`config.mk`:
```
export PLATFORM = sky130hd
export DESIGN_NAME = von_mises_max_tracker
export DESIGN_NICKNAME = d
export VERILOG_FILES = /design/src/rtl/vmt_pkg.sv /design/src/rtl/vmt_front.sv /design/src/rtl/vmt_sqrt.sv /design/src/rtl/vmt_back.sv /design/src/rtl/von_mises_max_tracker.sv
export SDC_FILE = /design/constraint.sdc
export NUM_CORES = 2
export LEC_CHECK = 0
export BUFFER_PORTS_ARGS = -buffer_cell sky130_fd_sc_hd__buf_4
export CORE_UTILIZATION = 50
export DETAILED_ROUTE_END_ITERATION = 6
export GPL_TIMING_DRIVEN = 0
export PLACE_DENSITY_LB_ADDON = 0.15
export SYNTH_ARGS = -nofsm -noshare
export SYNTH_HDL_FRONTEND = slang
export SYNTH_HIERARCHICAL = 1
export SYNTH_SLANG_ARGS = --single-unit
export TNS_END_PERCENT = 20
```
`constraint.sdc`:
```
create_clock -name clk -period 14.5 [get_ports clk]
set_input_delay 0 -clock clk [delete_from_list [all_inputs] [get_ports clk]]
set_output_delay 0 -clock clk [all_outputs]
set_load 0.005 [all_outputs]
```
`src/rtl/vmt_pkg.sv`:
```
// Shared widths, types and helpers for the von Mises maximum tracker.
package vmt_pkg;

  localparam int STRESS_W = 24;
  localparam int VM_W     = 25;
  localparam int NUM_W    = 21;
  localparam int N_COMP   = 6;
  localparam int N_DIFF   = 3;

  // A difference of two stresses needs one extra bit; its square fits twice that.
  localparam int DIFF_W = STRESS_W + 1;
  localparam int PROD_W = 2 * DIFF_W;
  // The accumulator holds the normal sum plus six times the shear sum.
  localparam int ACC_W  = PROD_W + 1;
  localparam int RAD_W  = ACC_W - 1;
  localparam int ROOT_W = RAD_W / 2;
  localparam int REM_W  = ROOT_W + 3;
  localparam int STEP_W = $clog2(ROOT_W);

  localparam logic [NUM_W-1:0] MAX_ELEMENTS = NUM_W'(1048576);

  localparam int QUEUE_DEPTH = 2;
  localparam int QPTR_W      = $clog2(QUEUE_DEPTH);
  localparam int QCNT_W      = $clog2(QUEUE_DEPTH + 1);

  // Multiply sequencer phases: products at phases below PH_MUL_END, shear
  // products from PH_SHEAR on, root launched at PH_ROOT_GO.
  localparam int PHASE_W = 3;
  localparam logic [PHASE_W-1:0] PH_SHEAR   = PHASE_W'(N_DIFF);
  localparam logic [PHASE_W-1:0] PH_MUL_END = PHASE_W'(N_COMP);
  localparam logic [PHASE_W-1:0] PH_ROOT_GO = PHASE_W'(N_COMP + 1);

  typedef logic [STRESS_W-1:0] stress_t;
  typedef logic [DIFF_W-1:0]   diff_t;

  typedef struct packed {
    logic [N_DIFF-1:0][DIFF_W-1:0]   diff;
    logic [N_COMP-1:0][STRESS_W-1:0] comp;
    logic                            start;
  } item_t;

  typedef struct packed {
    logic [VM_W-1:0]                 vm_stress;
    logic [NUM_W-1:0]                element_number;
    logic                            new_max;
    logic [VM_W-1:0]                 max_von_mises;
    logic [NUM_W-1:0]                max_element;
    logic [N_COMP-1:0][STRESS_W-1:0] max_comp;
  } result_t;

  typedef enum logic [3:0] {
    ST_IDLE = 4'b0001,
    ST_MUL  = 4'b0010,
    ST_ROOT = 4'b0100,
    ST_DONE = 4'b1000
  } back_state_t;

  function automatic diff_t sext(input stress_t v);
    return {v[STRESS_W-1], v};
  endfunction

endpackage

```
`src/rtl/vmt_front.sv`:
```
// Input stage: forms the normal stress differences and queues the words.
module vmt_front (
  input  logic                                          clk,
  input  logic                                          rst_n,
  input  logic                                          in_valid,
  output logic                                          in_ready,
  input  logic [vmt_pkg::N_COMP-1:0][vmt_pkg::STRESS_W-1:0] in_comp,
  input  logic                                          in_start,
  output logic                                          q_valid,
  input  logic                                          q_ready,
  output vmt_pkg::item_t                                q_item
);

  vmt_pkg::item_t                    q_mem_r [vmt_pkg::QUEUE_DEPTH];
  logic [vmt_pkg::QPTR_W-1:0]        wr_ptr_r, rd_ptr_r;
  logic [vmt_pkg::QCNT_W-1:0]        cnt_r, cnt_nxt;
  vmt_pkg::item_t                    item;
  logic                              push, pop;

  always_comb begin
    item.diff[0] = vmt_pkg::sext(in_comp[0]) - vmt_pkg::sext(in_comp[1]);
    item.diff[1] = vmt_pkg::sext(in_comp[1]) - vmt_pkg::sext(in_comp[2]);
    item.diff[2] = vmt_pkg::sext(in_comp[2]) - vmt_pkg::sext(in_comp[0]);
    item.comp    = in_comp;
    item.start   = in_start;
  end

  assign in_ready = (cnt_r != vmt_pkg::QCNT_W'(vmt_pkg::QUEUE_DEPTH));
  assign q_valid  = (cnt_r != '0);
  assign q_item   = q_mem_r[rd_ptr_r];
  assign push     = in_valid && in_ready;
  assign pop      = q_valid && q_ready;

  always_comb begin
    cnt_nxt = cnt_r;
    if (push && !pop) begin
      cnt_nxt = cnt_r + 1'b1;
    end else if (pop && !push) begin
      cnt_nxt = cnt_r - 1'b1;
    end
  end

  always_ff @(posedge clk) begin
    if (!rst_n) begin
      wr_ptr_r <= '0;
      rd_ptr_r <= '0;
      cnt_r    <= '0;
    end else begin
      cnt_r <= cnt_nxt;
      if (push) begin
        wr_ptr_r <= wr_ptr_r + 1'b1;
      end
      if (pop) begin
        rd_ptr_r <= rd_ptr_r + 1'b1;
      end
    end
  end

  always_ff @(posedge clk) begin
    if (push) begin
      q_mem_r[wr_ptr_r] <= item;
    end
  end

endmodule

```
`src/rtl/vmt_sqrt.sv`:
```
// Iterative integer square root, one result bit per cycle.
module vmt_sqrt (
  input  logic                        clk,
  input  logic                        rst_n,
  input  logic                        start,
  input  logic [vmt_pkg::RAD_W-1:0]   rad,
  output logic                        done,
  output logic [vmt_pkg::ROOT_W-1:0]  root
);

  logic [vmt_pkg::RAD_W-1:0]   rad_r;
  logic [vmt_pkg::REM_W-1:0]   rem_r, rem_sh, trial, rem_nxt;
  logic [vmt_pkg::ROOT_W-1:0]  root_r, root_nxt;
  logic [vmt_pkg::STEP_W-1:0]  step_r;
  logic                        busy_r, done_r, ge;

  always_comb begin
    rem_sh   = {rem_r[vmt_pkg::REM_W-3:0], rad_r[vmt_pkg::RAD_W-1 -: 2]};
    trial    = vmt_pkg::REM_W'({root_r, 2'b01});
    ge       = (rem_sh >= trial);
    rem_nxt  = ge ? (rem_sh - trial) : rem_sh;
    root_nxt = {root_r[vmt_pkg::ROOT_W-2:0], ge};
  end

  always_ff @(posedge clk) begin
    if (!rst_n) begin
      busy_r <= 1'b0;
      done_r <= 1'b0;
      step_r <= '0;
    end else if (start) begin
      busy_r <= 1'b1;
      done_r <= 1'b0;
      step_r <= '0;
    end else if (busy_r) begin
      step_r <= step_r + 1'b1;
      if (step_r == vmt_pkg::STEP_W'(vmt_pkg::ROOT_W - 1)) begin
        busy_r <= 1'b0;
        done_r <= 1'b1;
      end
    end
  end

  always_ff @(posedge clk) begin
    if (start) begin
      rad_r  <= rad;
      rem_r  <= '0;
      root_r <= '0;
    end else if (busy_r) begin
      rad_r  <= {rad_r[vmt_pkg::RAD_W-3:0], 2'b00};
      rem_r  <= rem_nxt;
      root_r <= root_nxt;
    end
  end

  assign done = done_r;
  assign root = root_r;

endmodule

```
`src/rtl/vmt_back.sv`:
```
// Back end: square-accumulate sequencer, root launch and maximum tracking.
module vmt_back (
  input  logic                       clk,
  input  logic                       rst_n,
  input  logic                       q_valid,
  output logic                       q_ready,
  input  vmt_pkg::item_t             q_item,
  output logic                       root_start,
  output logic [vmt_pkg::RAD_W-1:0]  root_rad,
  input  logic                       root_done,
  input  logic [vmt_pkg::VM_W-1:0]   root_val,
  output logic                       out_valid,
  input  logic                       out_ready,
  output vmt_pkg::result_t           out_res
);

  vmt_pkg::back_state_t               state_r, state_nxt;
  logic [vmt_pkg::PHASE_W-1:0]        phase_r;
  vmt_pkg::item_t                     ops_r;
  vmt_pkg::diff_t                     op, mag;
  logic [vmt_pkg::PROD_W-1:0]         sq, prod_r;
  logic                               prod_shear_r, prod_vld_r;
  logic [vmt_pkg::ACC_W-1:0]          acc_r, prod_x, weighted;
  logic                               pop, load, out_valid_r;

  logic [vmt_pkg::NUM_W-1:0]          cnt_r, cnt_base, cnt_new;
  logic [vmt_pkg::VM_W-1:0]           best_r, best_base;
  logic [vmt_pkg::NUM_W-1:0]          best_elem_r, elem_base;
  logic [vmt_pkg::N_COMP-1:0][vmt_pkg::STRESS_W-1:0] best_comp_r, comp_base;
  logic                               is_new;
  vmt_pkg::result_t                   res_nxt, res_r;

  assign q_ready = (state_r == vmt_pkg::ST_IDLE);
  assign pop     = q_valid && q_ready;
  assign load    = (state_r == vmt_pkg::ST_DONE) && (!out_valid_r || out_ready);

  // Operand select: three differences, then the three shears.
  always_comb begin
    unique case (phase_r)
      3'd0:    op = ops_r.diff[0];
      3'd1:    op = ops_r.diff[1];
      3'd2:    op = ops_r.diff[2];
      3'd3:    op = vmt_pkg::sext(ops_r.comp[3]);
      3'd4:    op = vmt_pkg::sext(ops_r.comp[4]);
      3'd5:    op = vmt_pkg::sext(ops_r.comp[5]);
      default: op = '0;
    endcase
    mag      = op[vmt_pkg::DIFF_W-1] ? (~op + 1'b1) : op;
    sq       = mag * mag;
    prod_x   = vmt_pkg::ACC_W'(prod_r);
    weighted = prod_shear_r ? ((prod_x << 2) + (prod_x << 1)) : prod_x;
  end

  assign root_start = (state_r == vmt_pkg::ST_MUL) && (phase_r == vmt_pkg::PH_ROOT_GO);
  assign root_rad   = acc_r[vmt_pkg::ACC_W-1:1];

  always_comb begin
    state_nxt = state_r;
    unique case (state_r)
      vmt_pkg::ST_IDLE: if (pop) state_nxt = vmt_pkg::ST_MUL;
      vmt_pkg::ST_MUL:  if (root_start) state_nxt = vmt_pkg::ST_ROOT;
      vmt_pkg::ST_ROOT: if (root_done) state_nxt = vmt_pkg::ST_DONE;
      vmt_pkg::ST_DONE: if (load) state_nxt = vmt_pkg::ST_IDLE;
      default:          state_nxt = vmt_pkg::ST_IDLE;
    endcase
  end

  // A start flag clears counter and maximum before this element is counted.
  always_comb begin
    cnt_base  = ops_r.start ? '0 : cnt_r;
    best_base = ops_r.start ? '0 : best_r;
    elem_base = ops_r.start ? '0 : best_elem_r;
    comp_base = ops_r.start ? '0 : best_comp_r;
    cnt_new   = (cnt_base < vmt_pkg::MAX_ELEMENTS) ? cnt_base + 1'b1 : cnt_base;
    is_new    = (root_val > best_base);

    res_nxt.vm_stress      = root_val;
    res_nxt.element_number = cnt_new;
    res_nxt.new_max        = is_new;
    res_nxt.max_von_mises  = is_new ? root_val   : best_base;
    res_nxt.max_element    = is_new ? cnt_new    : elem_base;
    res_nxt.max_comp       = is_new ? ops_r.comp : comp_base;
  end

  always_ff @(posedge clk) begin
    if (!rst_n) begin
      state_r     <= vmt_pkg::ST_IDLE;
      phase_r     <= '0;
      prod_vld_r  <= 1'b0;
      out_valid_r <= 1'b0;
      cnt_r       <= '0;
      best_r      <= '0;
      best_elem_r <= '0;
      best_comp_r <= '0;
    end else begin
      state_r <= state_nxt;
      if (pop) begin
        phase_r    <= '0;
        prod_vld_r <= 1'b0;
      end else if (state_r == vmt_pkg::ST_MUL) begin
        phase_r    <= phase_r + 1'b1;
        prod_vld_r <= (phase_r < vmt_pkg::PH_MUL_END);
      end
      if (load) begin
        out_valid_r <= 1'b1;
        cnt_r       <= res_nxt.element_number;
        best_r      <= res_nxt.max_von_mises;
        best_elem_r <= res_nxt.max_element;
        best_comp_r <= res_nxt.max_comp;
      end else if (out_ready) begin
        out_valid_r <= 1'b0;
      end
    end
  end

  always_ff @(posedge clk) begin
    if (pop) begin
      ops_r <= q_item;
      acc_r <= '0;
    end else if (state_r == vmt_pkg::ST_MUL) begin
      if (phase_r < vmt_pkg::PH_MUL_END) begin
        prod_r       <= sq;
        prod_shear_r <= (phase_r >= vmt_pkg::PH_SHEAR);
      end
      if (prod_vld_r) begin
        acc_r <= acc_r + weighted;
      end
    end
    if (load) begin
      res_r <= res_nxt;
    end
  end

  assign out_valid = out_valid_r;
  assign out_res   = res_r;

endmodule

```
`src/rtl/von_mises_max_tracker.sv`:
```
// Top level of the von Mises stress maximum tracker.
// The back end takes one word at a time, paced by the shared 25x25 squaring
// multiplier of the sequencer and the bit-serial square root (25 steps plus handoff).
// A two-word input queue keeps accepting while the back end is busy.
// Reset (rst_n low, synchronous) empties the queue, drops out_valid and clears
// the element counter and the stored maximum with its element number and components.
module von_mises_max_tracker (
  input  logic                                 clk,
  input  logic                                 rst_n,

  input  logic                                 in_valid,
  output logic                                 in_ready,
  input  logic signed [vmt_pkg::STRESS_W-1:0]  in_sigma_x,
  input  logic signed [vmt_pkg::STRESS_W-1:0]  in_sigma_y,
  input  logic signed [vmt_pkg::STRESS_W-1:0]  in_sigma_z,
  input  logic signed [vmt_pkg::STRESS_W-1:0]  in_tau_xy,
  input  logic signed [vmt_pkg::STRESS_W-1:0]  in_tau_yz,
  input  logic signed [vmt_pkg::STRESS_W-1:0]  in_tau_zx,
  input  logic                                 in_start_of_set,

  output logic                                 out_valid,
  input  logic                                 out_ready,
  output logic        [vmt_pkg::VM_W-1:0]      out_von_mises,
  output logic        [vmt_pkg::NUM_W-1:0]     out_element_number,
  output logic                                 out_new_max,
  output logic        [vmt_pkg::VM_W-1:0]      out_max_von_mises,
  output logic        [vmt_pkg::NUM_W-1:0]     out_max_element,
  output logic signed [vmt_pkg::STRESS_W-1:0]  out_max_sigma_x,
  output logic signed [vmt_pkg::STRESS_W-1:0]  out_max_sigma_y,
  output logic signed [vmt_pkg::STRESS_W-1:0]  out_max_sigma_z,
  output logic signed [vmt_pkg::STRESS_W-1:0]  out_max_tau_xy,
  output logic signed [vmt_pkg::STRESS_W-1:0]  out_max_tau_yz,
  output logic signed [vmt_pkg::STRESS_W-1:0]  out_max_tau_zx
);

  // Components travel in the order sigma x, y, z, then tau xy, yz, zx.
  logic [vmt_pkg::N_COMP-1:0][vmt_pkg::STRESS_W-1:0] in_comp;
  logic                        q_valid, q_ready;
  vmt_pkg::item_t              q_item;
  logic                        root_start, root_done;
  logic [vmt_pkg::RAD_W-1:0]   root_rad;
  logic [vmt_pkg::ROOT_W-1:0]  root_val;
  vmt_pkg::result_t            res;

  assign in_comp[0] = in_sigma_x;
  assign in_comp[1] = in_sigma_y;
  assign in_comp[2] = in_sigma_z;
  assign in_comp[3] = in_tau_xy;
  assign in_comp[4] = in_tau_yz;
  assign in_comp[5] = in_tau_zx;

  // The front end forms the three normal differences as the word is taken,
  // so the back end only squares and accumulates.
  vmt_front u_front (
    .clk      (clk),
    .rst_n    (rst_n),
    .in_valid (in_valid),
    .in_ready (in_ready),
    .in_comp  (in_comp),
    .in_start (in_start_of_set),
    .q_valid  (q_valid),
    .q_ready  (q_ready),
    .q_item   (q_item)
  );

  // The back end accumulates the normal squares plus six times the shear
  // squares; halving that sum is exact and gives the radicand.
  vmt_back u_back (
    .clk        (clk),
    .rst_n      (rst_n),
    .q_valid    (q_valid),
    .q_ready    (q_ready),
    .q_item     (q_item),
    .root_start (root_start),
    .root_rad   (root_rad),
    .root_done  (root_done),
    .root_val   (root_val),
    .out_valid  (out_valid),
    .out_ready  (out_ready),
    .out_res    (res)
  );

  vmt_sqrt u_sqrt (
    .clk   (clk),
    .rst_n (rst_n),
    .start (root_start),
    .rad   (root_rad),
    .done  (root_done),
    .root  (root_val)
  );

  assign out_von_mises      = res.vm_stress;
  assign out_element_number = res.element_number;
  assign out_new_max        = res.new_max;
  assign out_max_von_mises  = res.max_von_mises;
  assign out_max_element    = res.max_element;
  assign out_max_sigma_x    = res.max_comp[0];
  assign out_max_sigma_y    = res.max_comp[1];
  assign out_max_sigma_z    = res.max_comp[2];
  assign out_max_tau_xy     = res.max_comp[3];
  assign out_max_tau_yz     = res.max_comp[4];
  assign out_max_tau_zx     = res.max_comp[5];

  // A new maximum must be this word's own stress and element number.
  a_new_max_consistent: assert property (@(posedge clk) disable iff (!rst_n)
    out_valid && out_new_max |->
      out_max_von_mises == out_von_mises && out_max_element == out_element_number)
    else $error("new maximum does not match the current word");

  // A zero maximum can never have been claimed by an element.
  a_zero_max_no_element: assert property (@(posedge clk) disable iff (!rst_n)
    out_valid && out_max_von_mises == '0 |-> out_max_element == '0)
    else $error("element recorded for a zero maximum");

  // Strict comparison against zero means a new maximum is never zero, and
  // every word carries a nonzero element number.
  a_new_max_nonzero: assert property (@(posedge clk) disable iff (!rst_n)
    out_valid |-> out_element_number != '0 && (!out_new_max || out_von_mises != '0))
    else $error("zero element number or zero-valued new maximum");

endmodule
```
# After elaboration in Yosys (flattened, before gate mapping)

Memory sizes are Yosys's and may differ from the RTL's. A register that Yosys moved wholly into a read port is not among the register bits.
Cells that the tools add are included.

Register bits after elaboration: 671
Bits in read-only memories: 0
Logic and storage cells: 125
Memories kept: 1
Output and inout bits: 239
Bits in latches: 0
RAM bits: 440

Memory list:

| memory          | depth | width | rd ports | clocked after memory_dff | write ports | line            | text |
|---|---|---|---|---|---|---|---|
| u_front.q_mem_r | 2     | 220   | 1        | 1                        | 1           | vmt_front.sv:14 | `vmt_pkg::item_t q_mem_r [vmt_pkg::QUEUE_DEPTH];` |

Div/mod/pow operators: 0
Shift-type cells: 0
Reductions and logical operators: 21
Add/sub/neg operators: 14
Bitwise operators: 3
Eq/ne operators: 16
Multiply operators: 1
Mux-type cells: 28
$lt $le $gt $ge: 5

Operators with widths:

| kind                    | number |
|---|---|
| $mux W144               | 2 |
| $pmux W25 S6            | 1 |
| $add A51 B51 Y51        | 2 |
| $mux W50                | 2 |
| $mux W21                | 4 |
| $mux W25                | 3 |
| $sub A24 B24 Y25        | 3 |
| $mux W51                | 1 |
| $mul A25 B25 Y50        | 1 |
| $ge A28 B27 Y1          | 1 |
| $mux W26                | 1 |
| $sub A26 B26 Y26        | 1 |
| $add A25 B1 Y25 const B | 1 |
| $gt A25 B25 Y1          | 1 |
| $not A25 Y25            | 1 |
| $add A21 B1 Y21 const B | 1 |
| $lt A21 B21 Y1 const B  | 1 |
| $mux W4                 | 4 |
| $pmux W4 S4             | 1 |
| $eq A3 B3 Y1 const B    | 3 |
| $reduce_bool A2 Y1      | 4 |
| $mux W1                 | 7 |
| $eq A3 B2 Y1 const B    | 2 |
| $logic_and A1 B1 Y1     | 6 |
| other kinds (24)        | 34 |

# Depth between registers and ports, before layout

Depth after elaboration: 6
Mapped depth: 44
Depth with buffers taken out: 41

# Modules after synthesis

Netlist, hierarchy kept.

Modules (own cells, without submodules):

| module    | cells each | area each (sq um) | seq. area each (sq um) | times used |
|---|---|---|---|---|
| vmt_back  | 5497       | 54298.3           | 20649.8                | 1 |
| vmt_front | 1282       | 19834.0           | 13312.8                | 1 |
| vmt_sqrt  | 570        | 5784.3            | 2662.6                 | 1 |

# Worst setup path after synthesis

No wires, ideal clock.

Path kind: register to register
Start: register u_front/cnt_r[0] in the netlist's numbering
End: register u_front.wr_ptr_r
Library setup time: 0.101 ns
Stages on the path, launching flop included: 5
Clock period less this slack: 10.583 ns
Arrival time: 10.482 ns
Path slack: 3.917 ns
Data required time: 14.399 ns
Cell sequence: dfxtp_1 nand2b_1 nand2_1 nor2_1 o21a_1

Word-level cells in the longest chain between the ends: 2

Ends and longest elaborated chain:

| element                | line                        | text |
|---|---|---|
| from (decl)            | vmt_front.sv:16             | `logic [vmt_pkg::QCNT_W-1:0] cnt_r, cnt_nxt;` |
| from (signal assigned) | vmt_front.sv:49             | `cnt_r <= cnt_nxt;` |
| $ne A2 B2 Y1           | vmt_front.sv:28             | `assign in_ready = (cnt_r != vmt_pkg::QCNT_W'(vmt_pkg::QUEUE_DEPTH));` |
| net in_ready           | von_mises_max_tracker.sv:12 | `output logic in_ready,` |
| $logic_and A1 B1 Y1    | vmt_front.sv:31             | `assign push = in_valid && in_ready;` |
| to (signal assigned)   | vmt_front.sv:51             | `wr_ptr_r <= wr_ptr_r + 1'b1;` |
| to (decl)              | vmt_front.sv:15             | `logic [vmt_pkg::QPTR_W-1:0] wr_ptr_r, rd_ptr_r;` |

The timed path passes the listed nets, and every way through them passes these cells.
A chain may end at the register's enable or synchronous reset.

# Worst setup path in the final report

Start: register u_back/phase_r[2] in the netlist's numbering
End: register u_back/prod_r[43] in the netlist's numbering (data pin)

Word-level cells in the longest chain between the ends: 6
Elaborated cells on any way between the ends: 11

Ends and longest elaborated chain:

| element                                    | line            | text |
|---|---|---|
| from (decl)                                | vmt_back.sv:18  | `logic [vmt_pkg::PHASE_W-1:0] phase_r;` |
| from (signal assigned)                     | vmt_back.sv:101 | `phase_r <= phase_r + 1'b1;` |
| $eq A3 B3 Y1, or another cell as far along | vmt_back.sv:39  | `unique case (phase_r)` |
| $pmux W25 S6 *                             | vmt_back.sv:39  |  |
| $not A25 Y25                               | vmt_back.sv:48  | `mag = op[vmt_pkg::DIFF_W-1] ? (~op + 1'b1) : op;` |
| $add A25 B1 Y25                            | vmt_back.sv:48  |  |
| $mux W25 *                                 | vmt_back.sv:48  |  |
| net u_back.mag[0]                          | vmt_back.sv:20  | `vmt_pkg::diff_t op, mag;` |
| $mul A25 B25 Y50 *                         | vmt_back.sv:49  | `sq = mag * mag;` |
| net u_back.sq (one bit)                    | vmt_back.sv:21  | `logic [vmt_pkg::PROD_W-1:0] sq, prod_r;` |
| to (signal assigned)                       | vmt_back.sv:122 | `prod_r <= sq;` |
| to (decl)                                  | vmt_back.sv:21  |  |

The timed path passes the listed nets; every way through them passes the cells marked *.

==> impl_metrics.json <==
{
  "fillers": 13100,
  "place_congestion": 0.981,
  "clk_pin_slew_ns": 0.06,
  "seq_area_um2": 36600,
  "ys_ff_latch": 1331,
  "cts_max_path_buffers": 3,
  "final_cell_area_um2": 93500,
  "hold_viol": 0,
  "synthTopCellsByArea": "edfxtp_1 (37%), fa_1 (12%), dfxtp_1 (8.4%), ha_1 (6.4%), mux2_2 (4.5%)",
  "io_pins": 388,
  "drv_cap": 0,
  "whs_ns": 0.0408,
  "r2r_slack_ns": 1.73,
  "end_kind": "flip-flop",
  "synthArstFlopShare_pct": 0,
  "wl_per_cell_um": 23.0,
  "skew_ns": 0.0491,
  "path_max_fanout": 10,
  "synth-edff-count": 997,
  "synth-seq-area-share_pct": 45.8,
  "slew-limit-headroom_pct": 8.03,
  "grt_pass1_vias": 57200,
  "drc": 0,
  "grt_overflow": 0,
  "synth_commonest_cells": "edfxtp_1 (997), nand2_1 (823), inv_1 (793)",
  "crit_path_start_kind": "flip-flop",
  "drive_above_1_share_pct": 14.3,
  "criticalPathCategory": "reg -> reg",
  "slew_viol_final": 0,
  "grt_antenna_before_repair": 18,
  "cp_slowest_cell": "xor2_1",
  "synth_flop_cell": "edfxtp_1",
  "tightestPinTransition_ns": 1.38,
  "die_x_um": 402,
  "drt_pass1_iterations": 6,
  "rsz0062_at_grt": "false",
  "arrival_ns": 13.24,
  "critPathMaxStageDelay_ns": 1.05,
  "grt_start_max_net_pins": 69,
  "crit_top_cell": "fa_1",
  "multi_input_area_um2": 38600,
  "cts_tree": "done",
  "cts_root_buffer": "clkbuf_16",
  "tns_ns": 0,
  "worst-path-buf-inv": 13,
  "post-dp-hpwl_um": 182000,
  "core_area_um2": 159000,
  "start_util_pct": 50.4,
  "fmaxAchievable_ghz": 0.0783,
  "std_cell_rows": 146,
  "hold_class": "in -> reg",
  "ys_warn_count": 6,
  "port_buffers": 387,
  "cts_buffers": 143,
  "startpoint": "u_back/phase_r[2]",
  "hold_start": "in_tau_yz[12]",
  "htree_levels": 4,
  "antenna_left": 0,
  "clock_sinks": 1331,
  "finalCriticalPeriod_ns": 12.77,
  "grt_use_met3_pct": 5.75,
  "die_h_um": 402,
  "yosys.cell_count.top_type": "edfxtp_1",
  "synth_cells": 7349,
  "grt_use_met2_pct": 44.3,
  "area_growth_pct": 16.9,
  "clk_latency_ns": 0.77,
  "setup_viol": 0,
  "cts_hold_buffers": 243,
  "placed_area_um2": 86100,
  "busiest_layer": "met2",
  "r2r_start": "u_back/phase_r[2]",
  "synth_cell_types": 111,
  "vias": 59000,
  "grt_pass1_wl_um": 354000,
  "cp_top_family": "adder cells",
  "grtUsageMet1_pct": 42.3,
  "post-cts-setup-buffers": 0,
  "final_util_pct": 58.9,
  "globalRouteTotalUtil_pct": 29.1,
  "first_iter_violations": 6293,
  "viasPerCell": 5.69,
  "routed_wl_um": 239000,
  "synth.avg_cell_area_um2": 10.9,
  "period_share_pct": 88.1,
  "status": "complete, no violations",
  "synth_area_um2": 79900,
  "die_area_um2": 161000,
  "yosysTopAreaCell": "edfxtp_1",
  "final_nets": 9211,
  "worstPathRequired_ns": 14.97,
  "yosysTopAreaCellShare_pct": 37.5,
  "cts_resized": 0
}
path summary, 6_finish.rpt:
check / to / cells after the start
setup / recovery: u_back/prod_r[43] / 39
hold / removal: u_front/q_mem_r[0][109] / 2
setup reg to reg: u_back/prod_r[43] / 39
hold reg to reg: u_back/best_comp_r[13] / 2
cells by family after synthesis:
kind of cell,after synthesis,share of synthesized area (%)
XOR/XNOR,263,3.00
flip-flops,1331,45.8
AND/OR/NAND/NOR,1746,9.86
multiplexers,356,4.98
other,2,0.00940
adder cells (fa/ha/maj),892,18.5
AO/OA/AOI/OAI,1565,11.8
buffers and inverters,1194,6.05
final cells by class:
type | instances | share of cell area (%)
multi-input cells | 4842 | 41.3
flip-flops and latches | 1331 | 39.2
repair buffers | 658 | 6.36
clock buffers | 190 | 4.25
inverters | 819 | 3.29
well taps | 2072 | 2.77
plain buffers | 375 | 1.89
clock inverters | 76 | 0.961
diodes | 9 | 0.0241
cells in the final DEF (no fill, tap or decap), types with 60 or more instances in the layout:
master / count
nand2_1: 822
xnor2_1: 156
clkbuf_1: 256
clkbuf_16: 146
o21ai_0: 514
a21oi_1: 514
a21o_1: 133
dlygate4sd3_1: 243
dfxtp_1: 334
ha_1: 410
buf_2: 60
buf_4: 449
fa_1: 482
edfxtp_1: 997
inv_1: 793
mux2_2: 322
nor2_1: 376
xor2_1: 94
nand2b_1: 224
metrics by stage:
stage                     setup slack (ns)  std cells
after floorplan                       3.92       7367
after global placement               -2.75       9826
after detailed placement              1.95       9853
after CTS                             1.89      10400
after global routing                  1.36      10400
final                                 1.73      10400
metal layers:
metal | share of wire [%] | up-vias | routed length (µm)
met2 | 44 | 2602 | 106000
met5 | 0.028 | - | 68
met4 | 2.9 | 10 | 6850
met3 | 9.2 | 378 | 22000
met1 | 43 | 29200 | 104000
li1 | - | 26900 | -
sequential cells by signal (all words and copies together), names as in the netlist, 26 cells and up, named ones only:
name,count
u_front/q_mem_r,440
u_back/out_res,237
u_back/ops_r,220
u_back/best_comp_r,144
u_back/acc_r,51
u_sqrt/rad_r,50
u_back/prod_r,49
u_sqrt/rem_r,26
worst register-to-register path: cells and delay by family (launching register included):
family	cells	cell delay [ns]
AO/OA/AOI/OAI	9	2.51
XOR/XNOR	2	1.21
adder cells (fa/ha/maj)	10	4.28
buffers and inverters	13	2.97
flip-flops	1	0.50
AND/OR/NAND/NOR	5	1.02
Power is not shown: default switching activity piles up to over one toggle a cycle in this logic, so the estimate is an artifact.
